### src/hw/rtl/chx_pkg.sv
// Shared types, constants and the ChaCha20 state setup.
// No dependencies; imported by all chx modules.
`timescale 1ns / 1ps
`default_nettype none

package chx_pkg;

    localparam int BLOCK_BYTES = 64;
    localparam int POS_W       = $clog2(BLOCK_BYTES);
    localparam int ROUNDS      = 20;
    localparam int ROUND_W     = $clog2(ROUNDS);
    localparam int CFG_ADDR_W  = 3;
    localparam int CFG_DATA_W  = 64;

    // configuration register indexes
    localparam logic [CFG_ADDR_W-1:0] REG_KEY01 = 3'd0;
    localparam logic [CFG_ADDR_W-1:0] REG_KEY23 = 3'd1;
    localparam logic [CFG_ADDR_W-1:0] REG_KEY45 = 3'd2;
    localparam logic [CFG_ADDR_W-1:0] REG_KEY67 = 3'd3;
    localparam logic [CFG_ADDR_W-1:0] REG_IV01  = 3'd4;
    localparam logic [CFG_ADDR_W-1:0] REG_IV23  = 3'd5;

    // command codes carried in tuser
    localparam logic CMD_DATA    = 1'b0;
    localparam logic CMD_RESTART = 1'b1;

    localparam logic [31:0] SIGMA0 = 32'h6170_7865;
    localparam logic [31:0] SIGMA1 = 32'h3320_646e;
    localparam logic [31:0] SIGMA2 = 32'h7962_2d32;
    localparam logic [31:0] SIGMA3 = 32'h6b20_6574;

    typedef logic [15:0][31:0] t_words;
    typedef logic [3:0][63:0]  t_key;

    // one queued input beat
    typedef struct packed {
        logic       cmd;
        logic [7:0] data;
        logic       last;
    } t_item;

    // queue head as seen by the back end
    typedef struct packed {
        logic  valid;
        t_item item;
    } t_head;

    function automatic t_words init_state(input t_key key, input logic [31:0] ctr,
                                          input logic [31:0] nonce1,
                                          input logic [63:0] iv23);
        t_words w;
        w[0]  = SIGMA0;
        w[1]  = SIGMA1;
        w[2]  = SIGMA2;
        w[3]  = SIGMA3;
        for (int i = 0; i < 4; i++) begin
            w[4 + 2*i] = key[i][31:0];
            w[5 + 2*i] = key[i][63:32];
        end
        w[12] = ctr;
        w[13] = nonce1;
        w[14] = iv23[31:0];
        w[15] = iv23[63:32];
        return w;
    endfunction

endpackage

`default_nettype wire

### src/hw/rtl/chx_front.sv
// Input side: takes stream beats and holds them in a short queue.
// Depends on chx_pkg.
`timescale 1ns / 1ps
`default_nettype none

module chx_front import chx_pkg::*; #(
    parameter int QUEUE_DEPTH = 2
) (
    input  wire logic  i_clk,
    input  wire logic  i_rst_n,
    input  wire logic  i_valid,
    output logic       o_ready,
    input  wire t_item i_item,
    output t_head      o_head,
    input  wire logic  i_pop
);

    localparam int PTR_W = $clog2(QUEUE_DEPTH);
    localparam int CNT_W = $clog2(QUEUE_DEPTH + 1);

    t_item            r_mem [QUEUE_DEPTH];
    logic [PTR_W-1:0] r_wr_ptr, n_wr_ptr;
    logic [PTR_W-1:0] r_rd_ptr, n_rd_ptr;
    logic [CNT_W-1:0] r_count, n_count;
    logic             w_push;
    logic             w_pop;

    assign o_ready = (r_count != CNT_W'(QUEUE_DEPTH));
    assign w_push  = i_valid && o_ready;
    assign w_pop   = i_pop && (r_count != '0);

    assign o_head.valid = (r_count != '0);
    assign o_head.item  = r_mem[r_rd_ptr];

    always_comb begin
        n_wr_ptr = r_wr_ptr;
        n_rd_ptr = r_rd_ptr;
        n_count  = r_count;
        if (w_push) begin
            n_wr_ptr = (r_wr_ptr == PTR_W'(QUEUE_DEPTH - 1)) ? '0 : r_wr_ptr + 1'b1;
        end
        if (w_pop) begin
            n_rd_ptr = (r_rd_ptr == PTR_W'(QUEUE_DEPTH - 1)) ? '0 : r_rd_ptr + 1'b1;
        end
        case ({w_push, w_pop})
            2'b10:   n_count = r_count + 1'b1;
            2'b01:   n_count = r_count - 1'b1;
            default: n_count = r_count;
        endcase
    end

    always_ff @(posedge i_clk) begin
        if (!i_rst_n) begin
            r_wr_ptr <= '0;
            r_rd_ptr <= '0;
            r_count  <= '0;
        end else begin
            r_wr_ptr <= n_wr_ptr;
            r_rd_ptr <= n_rd_ptr;
            r_count  <= n_count;
        end
    end

    always_ff @(posedge i_clk) begin
        if (w_push) begin
            r_mem[r_wr_ptr] <= i_item;
        end
    end

endmodule

`default_nettype wire

### config.mk
export PLATFORM = sky130hd
export DESIGN_NAME = chx_front
export DESIGN_NICKNAME = d
export VERILOG_FILES = /design/src/hw/rtl/chx_pkg.sv /design/src/hw/rtl/chx_front.sv
export SDC_FILE = /design/constraint.sdc
export NUM_CORES = 1
export LEC_CHECK = 0
export BUFFER_PORTS_ARGS = -buffer_cell sky130_fd_sc_hd__buf_4
export CAP_MARGIN = 20
export CORE_MARGIN = 4
export CORE_UTILIZATION = 44
export DETAILED_ROUTE_END_ITERATION = 7
export GPL_TIMING_DRIVEN = 1
export PLACE_DENSITY = 0.78
export SETUP_SLACK_MARGIN = 0.2
export SLEW_MARGIN = 5
export SYNTH_ARGS = -nofsm -noshare
export SYNTH_HDL_FRONTEND = slang
export SYNTH_SLANG_ARGS = --single-unit
### constraint.sdc
create_clock -name i_clk -period 1.4 [get_ports i_clk]
set_input_delay 0.14 -clock i_clk [delete_from_list [all_inputs] [get_ports i_clk]]
set_output_delay 0.14 -clock i_clk [all_outputs]
set_load 0.02 [all_outputs]
Yosys cells after proc, flatten, opt, wreduce, memory -nomap -nowiden
Memories as Yosys holds them, arrays and structs flattened. A register that Yosys moved wholly into a read port is not among the register bits.
Cells that the tools add are included.
Widths: inputs -> output; s select.
Cells by class
  $add $sub $neg: 4
  multipliers: 0
  divide/modulo/power cells: 0
  magnitude comparators: 0
  eq/ne operators: 3
  shift operators: 0
  muxes and demuxes: 7
  bitwise logic cells: 0
  reduce and logical (&&, ||, !) cells: 4
Operator list (number)
  $mux 1: 6
  $pmux 2 s2: 1
  $reduce_bool 2->1: 2
  $add 1x1->1 const B: 2
  $add 2x1->2 const B: 1
  $eq 2x1->1 const B: 1
  $eq 2x2->1 const B: 1
  $logic_and 1x1->1: 2
  $ne 2x2->1 const B: 1
  $sub 2x1->2 const B: 1
Storage, ports and cells
  flip-flop bits (word level): 4
  latch bits: 0
  memory bits (writable): 20
  memory bits (read-only): 0
  output and inout bits: 12
  memories kept: 1
Memories
  r_mem: words 2, bits a word 10, read ports 1, clocked after Yosys merged registers in 1, write ports 1, RTL line chx_front.sv:21  | t_item r_mem [QUEUE_DEPTH];

Logic depth before layout (Yosys ltp)
Gate-level depths: netlist of run 1.
  word-level depth: 4
  gate-level depth with buffers: 6
  depth with buffers taken out: 6

Worst setup path after synthesis of run 1
Ideal clock, no wire load.
  kind: register to register
  from: reg r_count[0]
  to: reg r_count[1]
  library setup time: 0.070 ns
  arrival time: 1.572 ns
  required time: 1.330 ns
  path slack: -0.242 ns
  cell stages (with the launch flop): 6
  clock period less this slack: 1.642 ns
  cell sequence: dfxtp_1 > nand2b_1 > nand2_1 > ha_1 > or3_1 > a21oi_1
On the way
  longest elaborated chain between the ends: 4
  elaborated cells on any way between the ends: 10
  those cells by class: add/sub (2); eq/ne (3); mux (1); reduce/logical (4)
Ends and longest elaborated chain
  start: declaration: RTL line chx_front.sv:24  | logic [CNT_W-1:0] r_count, n_count;
  start signal: assignment: RTL line chx_front.sv:60  | r_count <= n_count;
  $ne 2x2->1 (*): RTL line chx_front.sv:28  | assign o_ready = (r_count != CNT_W'(QUEUE_DEPTH));
  named net o_ready: RTL line chx_front.sv:12  | output logic o_ready,
  $logic_and 1x1->1 (*): RTL line chx_front.sv:29  | assign w_push = i_valid && o_ready;
  $eq 2x1->1 or $eq 2x2->1 (tied branches): RTL line chx_front.sv:45  | case ({w_push, w_pop})
  $pmux 2 s2 or $reduce_bool 2->1 (tied branches)
The timed path passes the listed nets; every way through them passes the cells marked *.
A chain may end at the register's enable or synchronous reset.

Worst setup path after layout of run 1
  from: reg r_count[1]
  to: reg r_count[1]
On the way
  longest elaborated chain between the ends: 4
  elaborated cells on any way between the ends: 10
  those cells by class: add/sub (2); eq/ne (3); mux (1); reduce/logical (4)
Ends and longest elaborated chain
  $reduce_bool 2->1 (*): RTL line chx_front.sv:30  | assign w_pop = i_pop && (r_count != '0);
  $logic_and 1x1->1 (*): RTL line chx_front.sv:30
  named net w_pop: RTL line chx_front.sv:26  | logic w_pop;
  $eq 2x1->1 or $eq 2x2->1 (tied branches): RTL line chx_front.sv:45
  $pmux 2 s2 or $reduce_bool 2->1 (tied branches)
Marks and branches as above.

==> results of run 1 <==
-- worst max path at each step --
stage | from | to | slack [ns] | cells past startpoint
5_1_grt | r_count[0] | r_count[1] | -0.09 | 6
3_5_place_dp | r_count[1] | r_count[1] | -0.04 | 4
3_3_place_gp | r_count[1] | r_count[1] | 0.04 | 4
4_1_cts | r_count[1] | r_count[1] | -0.03 | 4
6_report | r_count[1] | r_count[1] | -0.03 | 4
2_1_floorplan | r_count[0] | r_count[1] | 0.06 | 5
-- cells by family after synthesis --
kind of cell	Yosys count	synth area share
flip-flops	25	0.7417
XOR/XNOR	3	0.02782
AND/OR/NAND/NOR	9	0.05035
multiplexers	10	0.1192
adder cells (fa/ha/maj)	1	0.01324
buffers and inverters	3	0.01324
AO/OA/AOI/OAI	5	0.03444
-- layout by cell type, fill, tap and decap left out --
cell type,synthesis,routed
edfxtp_1,20,20
mux2_4,0,10
or3_4,0,1
dlygate4sd3_1,0,10
nor2_1,3,3
xnor2_1,2,1
a21oi_1,2,1
xor2_2,0,1
ha_4,0,1
buf_4,0,18
buf_6,0,16
xnor2_4,0,1
clkbuf_4,0,3
dfxtp_4,0,2
nand2b_4,0,1
o21ai_0,1,1
a21oi_2,0,1
inv_1,2,1
nand2_2,0,1
and3_2,0,1
o21a_4,0,1
a21bo_2,1,1
dfxtp_1,5,2
or2_4,0,1
dfxtp_2,0,1
clkinvlp_4,0,3
nand3b_1,1,1
-- per-stage QoR --
stage,setup TNS (ns),utilization
6_report,-0.2702,0.7719
5_1_grt,-0.9801,0.7719
4_1_cts,-0.2035,0.7413
3_5_place_dp,-0.04278,0.5963
3_3_place_gp,0,0.5963
2_1_floorplan,0,-
-- power by group through the flow --
stage	Combinational (W)	Sequential [W]	Clock, W
floorplan	0.000604	0.00102	0
global placement	0.000890	0.00103	0
detailed placement	0.000911	0.00105	0
CTS	0.00129	0.00105	0.000325
global route	0.00160	0.00108	0.000361
finish	0.00151	0.00106	0.000311
-- layer usage --
layer / up-vias / part of all wire / global-route usage
met5: - / 0 / 0
met4: 0 / 0 / 0.06224
met3: 0 / 0.050 / 0.03815
met2: 17 / 0.60 / 0.3108
met1: 303 / 0.35 / 0.1333
li1: 301 / - / -
-- worst min-delay path, delay by kind of cell --
family / cells / cell delay, ns
buffers and inverters: 2 / 0.15
and+or+nand+nor: 1 / 0.09
-- sequential cells by signal, indices dropped and copies added (netlist names), named ones only --
signal	flops
r_count	2
r_mem	20
r_rd_ptr	1
r_wr_ptr	1
-- layout make-up --
cell class | instances | share of cell area
Sequential cell | 25 | 0.4591
Timing Repair Buffer | 44 | 0.2688
Multi-Input combinational cell | 28 | 0.2186
Tap cell | 27 | 0.02186
Clock buffer | 3 | 0.01457
Inverter | 2 | 0.007287
Clock inverter | 1 | 0.004858
Timing Repair inverter | 1 | 0.004858
-- timing repair --
action | CTS | global route
resized for setup | 34 | 6
hold endpoints to repair | 19 | 0
endpoints found under the setup margin | 33 | 27
hold buffers | 10 | 0
pin swaps | 1 | 2
cloned | 2 | 0
buffers inserted | 4 | 3
==> summary.txt, run 1 <==
Synth
  • #FFs+latches synth: 25
  • Top-count cell post-synth: edfxtp_1
  • Synthesized area: about 940 µm²
  • Yosys cell types: 19
  • Yosys warns: 0
  • Mapped Cells: 56
  • Synth top area share: 0.6358
  • Syn Area/Cell: about 17 µm²
  • Synth area leader: edfxtp_1
  • Seq/Total Area, Yosys: 0.7417
  • Share of flip-flops with an asynchronous set or reset: 0
  • Mapped Nets: 71
  • Synth Flop Type: edfxtp_1
  • Main area contributors after synthesis: edfxtp_1 (64%), mux2_2 (12%), dfxtp_1 (11%), xnor2_1 (1.9%), ha_1 (1.3%)
  • Post-synth EDFFs: 20
  • Synth top cells by count: edfxtp_1 (20), mux2_2 (10), dfxtp_1 (5)

Cells and area
  • Fillers: approximately 120
  • Post-route design area: roughly 0.0015 mm²
  • P&R area growth vs syn: 63.58%
  • Multi-input logic area: approximately 340 µm²
  • Layout Nets: 120
  • Ant. Diodes: 0
  • Final non-filler cell total: between 100 and 150
  • Reg area: just over 700 µm²
  • Share of cells above drive strength 1: 0.6154

Worst setup path
  • CP Data Required Time: about 1.6 ns
  • FF-to-FF setup slack: -0.03 ns
  • Critical Path Fanout Max: 4
  • Startpoint Class: flop
  • Critical path capture point type: flop
  • Worst r2r dst: r_count[1]
  • Slowest CP cell: dfxtp_4
  • Worst R2R Path Depth: 4
  • Cells along the critical path: o21a_4, ha_4, or3_4, a21oi_2
  • CP Data Arrival Time: between 1.5 and 2 ns
  • Buffers and inverters on the worst path: 0
  • FF-to-FF Start: r_count[1]
  • Critical path's largest stage delay: 0.39 ns
  • Crit Path Class: reg -> reg
  • CP top delay family: flip-flops

Route
  • Initial DRC Count: 2
  • DRT Pass-1 Iters: 3
  • Residual DRC: 0
  • Antenna-violating nets left: 0
  • Drt wl/cell: ~15 µm
  • WL final: 1996 µm
  • Vias/cell: between 4 and 5
  • Vias: roughly 620

Timing
  • RSZ-0062 raised after global routing: true
  • Final Hold Fails: 0
  • Final slew viol count: 0
  • Relative slew slack: 0.8076
  • Minimum clock period: roughly 1.4 ns
  • Post-route clock period utilization: 1.023
  • Setup ws final: -0.03156 ns
  • Min Hold Slack: 0.1093 ns
  • Worst-Margin Slew: between 0.2 and 0.3 ns
  • # setup viols final: 12
  • Worst Skew: around 0.0045 ns
  • Max Fclk: roughly 700 MHz

Floorplan
  • Chip height: 54.34 µm
  • I/O Pins: 26
  • FP Rows: 16
  • Die W: approximately 54 µm
  • Core area: ~0.002 mm²
  • Die footprint: 0.002952 mm²
  • Starting Density: 0.4719

GRT
  • Initial antenna violation count: 0
  • Largest net degree at the start of global routing: 16
  • Vias in the first global route: 677
  • GRT Util Overall: 0.1510
  • Gr ovfl total: 0
  • Global-route wire length before repair: roughly 3000 µm

Place
  • IO buf count: 25
  • DP Worst Slack: -0.04278 ns
  • GP Congestion: between 0.6 and 0.7
  • Post-DP Area: approximately 0.0012 mm²
  • Post-DP HPWL: approximately 1100 µm
  • Placed Cells incl. Taps: about 110

CTS
  • Longest Clk Path Bufs: 2
  • Num CTS Buffers: 3
  • Reg clk slew, reported paths: 0.12 ns
  • Worst skew pair latency: between 0.3 and 0.4 ns
  • CTS sink cnt: 25
  • CTS H-tree depth: 1
  • CTS tree: done
  • Clk Tree Root Cell: clkbuf_4

Power and ir drop
  • Share of power burned in the clock network: 0.108
  • Sw Share: 0.3208
  • Pint: 0.001956 W
  • Sw Pwr: roughly 0.00092 W
  • PD cells: about 1900 mW/mm²
  • Flop pwr share: 0.368
  • Tot Pwr: approximately 0.0029 W
  • Peak supply drop: 0.001379 V
  • Gate power share: 0.524
  • LEAKAGE: roughly 0.6 nW

Min path
  • Worst Hold Path EP: r_count[0]
  • Hold WC Path Type: in -> reg
  • Cell depth of the worst hold path: 3
  • Hold_sp: i_rst_n

Flow run
  • Max-Cap Viols: 0

Run status
  • Outcome: complete, but fails checks
  • Failing checks: negative setup slack
(Power assumes the default switching activity.)
==> inputs of run 2 (changes only) <==
Settings changed: SETUP_SLACK_MARGIN 0.2 to not set.
==> run 2 against run 1 <==
  * The run now ends clean
  * Sequential share of layout area up 3.2 points
  * Setup slack better by 0.052 ns
  * Combinational power down 17%
  * Fmax up 3.7%
  * Wire length down 9.2%
  * Power down 9.5%
  * Sequential power about the same
  * Flip-flop and latch count unchanged
==> summary.txt, run 2 (synthesis results as in run 1) <==
Run status
  • Outcome: completed

GRT
  • Global-route wire length before repair: 2270 µm
  • Vias in the first global route: 560
  • GRT Util Overall: 0.1089
  • Largest net degree at the start of global routing: 14
  • Gr ovfl total: 0
  • Initial antenna violation count: 0

Route
  • DRT Pass-1 Iters: 4
  • Vias/cell: 4.556
  • Vias: between 500 and 600
  • Residual DRC: 0
  • Antenna-violating nets left: 0
  • WL final: approximately 1800 µm
  • Drt wl/cell: between 10 and 15 µm
  • Initial DRC Count: 6

Timing
  • Post-route clock period utilization: 0.9856
  • Final Hold Fails: 0
  • Final slew viol count: 0
  • RSZ-0062 raised after global routing: true
  • Max Fclk: slightly above 700 MHz
  • Worst-Margin Slew: 0.3964 ns
  • # setup viols final: 0
  • Worst Skew: ~0.01 ns
  • Minimum clock period: ~1.4 ns
  • Relative slew slack: 0.7355

Power and ir drop
  • Sw Pwr: 0.0007953 W
  • Pint: 0.001810 W
  • Gate power share: 0.484
  • Peak supply drop: around 0.0011 V
  • PD cells: ~1800 mW/mm²
  • Flop pwr share: 0.404
  • LEAKAGE: a little under 0.6 nW
  • Share of power burned in the clock network: 0.112
  • Sw Share: 0.3053

CTS
  • Worst skew pair latency: around 0.30 ns
  • Reg clk slew, reported paths: between 0.1 and 0.15 ns
  • Longest Clk Path Bufs: 2
  • CTS H-tree depth: 1
  • CTS sink cnt: 25
  • Clk Tree Root Cell: clkbuf_4
  • Num CTS Buffers: 3
  • CTS tree: done

Flow run
  • Max-Cap Viols: 0

Cells and area
  • Final non-filler cell total: ~130
  • Largest register by flop count: r_mem
  • Top flop regs: r_mem: 20 flops, r_count: 2 flops
  • P&R area growth vs syn: 52.98%
  • Most frequent cells in the layout: buf_4 (20), edfxtp_1 (20), buf_6 (13), mux2_4 (10), dlygate4sd3_1 (7)
  • Post-route design area: approximately 0.0014 mm²
  • Share of cells above drive strength 1: 0.5556
  • Max FFs per register: 20
  • Layout Nets: 115
  • Ant. Diodes: 0

Place
  • IO buf count: 25
  • Post-DP Area: about 0.0012 mm²
  • GP Congestion: slightly above 0.6
  • Placed Cells incl. Taps: 110
  • Post-DP HPWL: between 1000 and 1500 µm

Floorplan
  • I/O Pins: 26
  • Die W: ~54 µm
  • Starting Density: 0.4719
  • FP Rows: 16
  • Core area: between 0.002 and 0.0025 mm²
  • Chip height: 54.34 µm
  • Die footprint: ~0.0030 mm²

Worst setup path
  • CP most frequent cell: buf_6
  • Critical path capture point type: output port
  • CP Data Required Time: approximately 1.3 ns
  • Buffers and inverters on the worst path: 2
  • Critical Path Fanout Max: 5
  • CP Data Arrival Time: between 1 and 1.5 ns
  • Crit Path Class: reg -> out
  • Critical path's largest stage delay: 0.37 ns
  • CP top delay family: flip-flops
  • Startpoint Class: flop
  • Cells along the critical path: buf_6, mux2_4, buf_6
  • Slowest CP cell: dfxtp_2

Min path
  • Hold WC Path Type: in -> reg
## run 2: cell count changes in the layout (fill, tap and decap cells not counted), moves of 2 or more
cell and change:
buf_6 -3, clkinvlp_4 -3, dlygate4sd3_1 -3, buf_4 +2
## run 2: final timing paths
path              slack (ns)  startpoint  cells past startpoint     endpoint
hold / removal          0.03   i_item[5]                      1  r_mem[0][5]
setup reg to reg        0.02  r_count[1]                      4   r_count[1]
setup / recovery        0.02        flop                      3    o_head[7]
hold reg to reg         0.56    r_rd_ptr                      2     r_rd_ptr
## run 2: metrics by stage
stage	util	hold WS (ns)	total power (W)	TNS (ns)	worst slack, ns
after global placement	0.6019	0.3252	0.001934	0	0.04109
after global routing	0.7219	0.002895	0.002749	-0.3180	-0.04604
after CTS	0.6613	0.008872	0.002464	-0.1363	-0.01824
after detailed placement	0.6019	0.3280	0.001964	-0.03274	-0.03274
final	0.7219	0.02718	0.002605	0	0.02014
after floorplan	-	0.2389	0.001623	0	0.02048
## run 2: cell type report
| type | count | area (µm²) |
|---|---|---|
| multi-input cells | 28 | 301.5 |
| fillers | 133 | 556.8 |
| repair buffers | 40 | 366.6 |
| flip-flops and latches | 25 | 709.4 |
| clock buffers | 4 | 26.28 |
| well taps | 27 | 33.78 |
| inverters | 2 | 7.507 |
## run 2: what timing repair did
item | CTS | global route
setup endpoints to repair | 11 | 12
setup buffers | 2 | 2
hold buffers | 0 | 7
gates cloned | 1 | 0
endpoints found under the hold margin | 0 | 12
pin swaps | 3 | 0
gates resized for setup | 21 | 10
## run 2: metal layers
| layer | vias to the layer above | global-route usage | wire length (µm) |
|---|---|---|---|
| li1 | 289 | - | - |
| met1 | 270 | 0.1162 | 636 |
| met2 | 15 | 0.2052 | 1072 |
| met3 | 0 | 0.02725 | 105 |
| met4 | 0 | 0.03734 | 0 |
| met5 | - | 0 | 0 |
## run 2: power by group through the flow
stage | sequential (W) | clock, W | combinational, W
6_report | 0.00105 | 0.000291 | 0.00126
5_1_grt | 0.00106 | 0.000344 | 0.00134
4_1_cts | 0.00105 | 0.000300 | 0.00112
3_5_place_dp | 0.00104 | 0 | 0.000921
3_3_place_gp | 0.00103 | 0 | 0.000906
2_1_floorplan | 0.00102 | 0 | 0.000600
## run 2: worst reg2reg max path, stage by stage, from the launching register on
cell and delay, ns:
dfxtp_4 0.38, o21a_4 0.23, ha_4 0.24, or3_1 0.34
a21oi_1 0.12
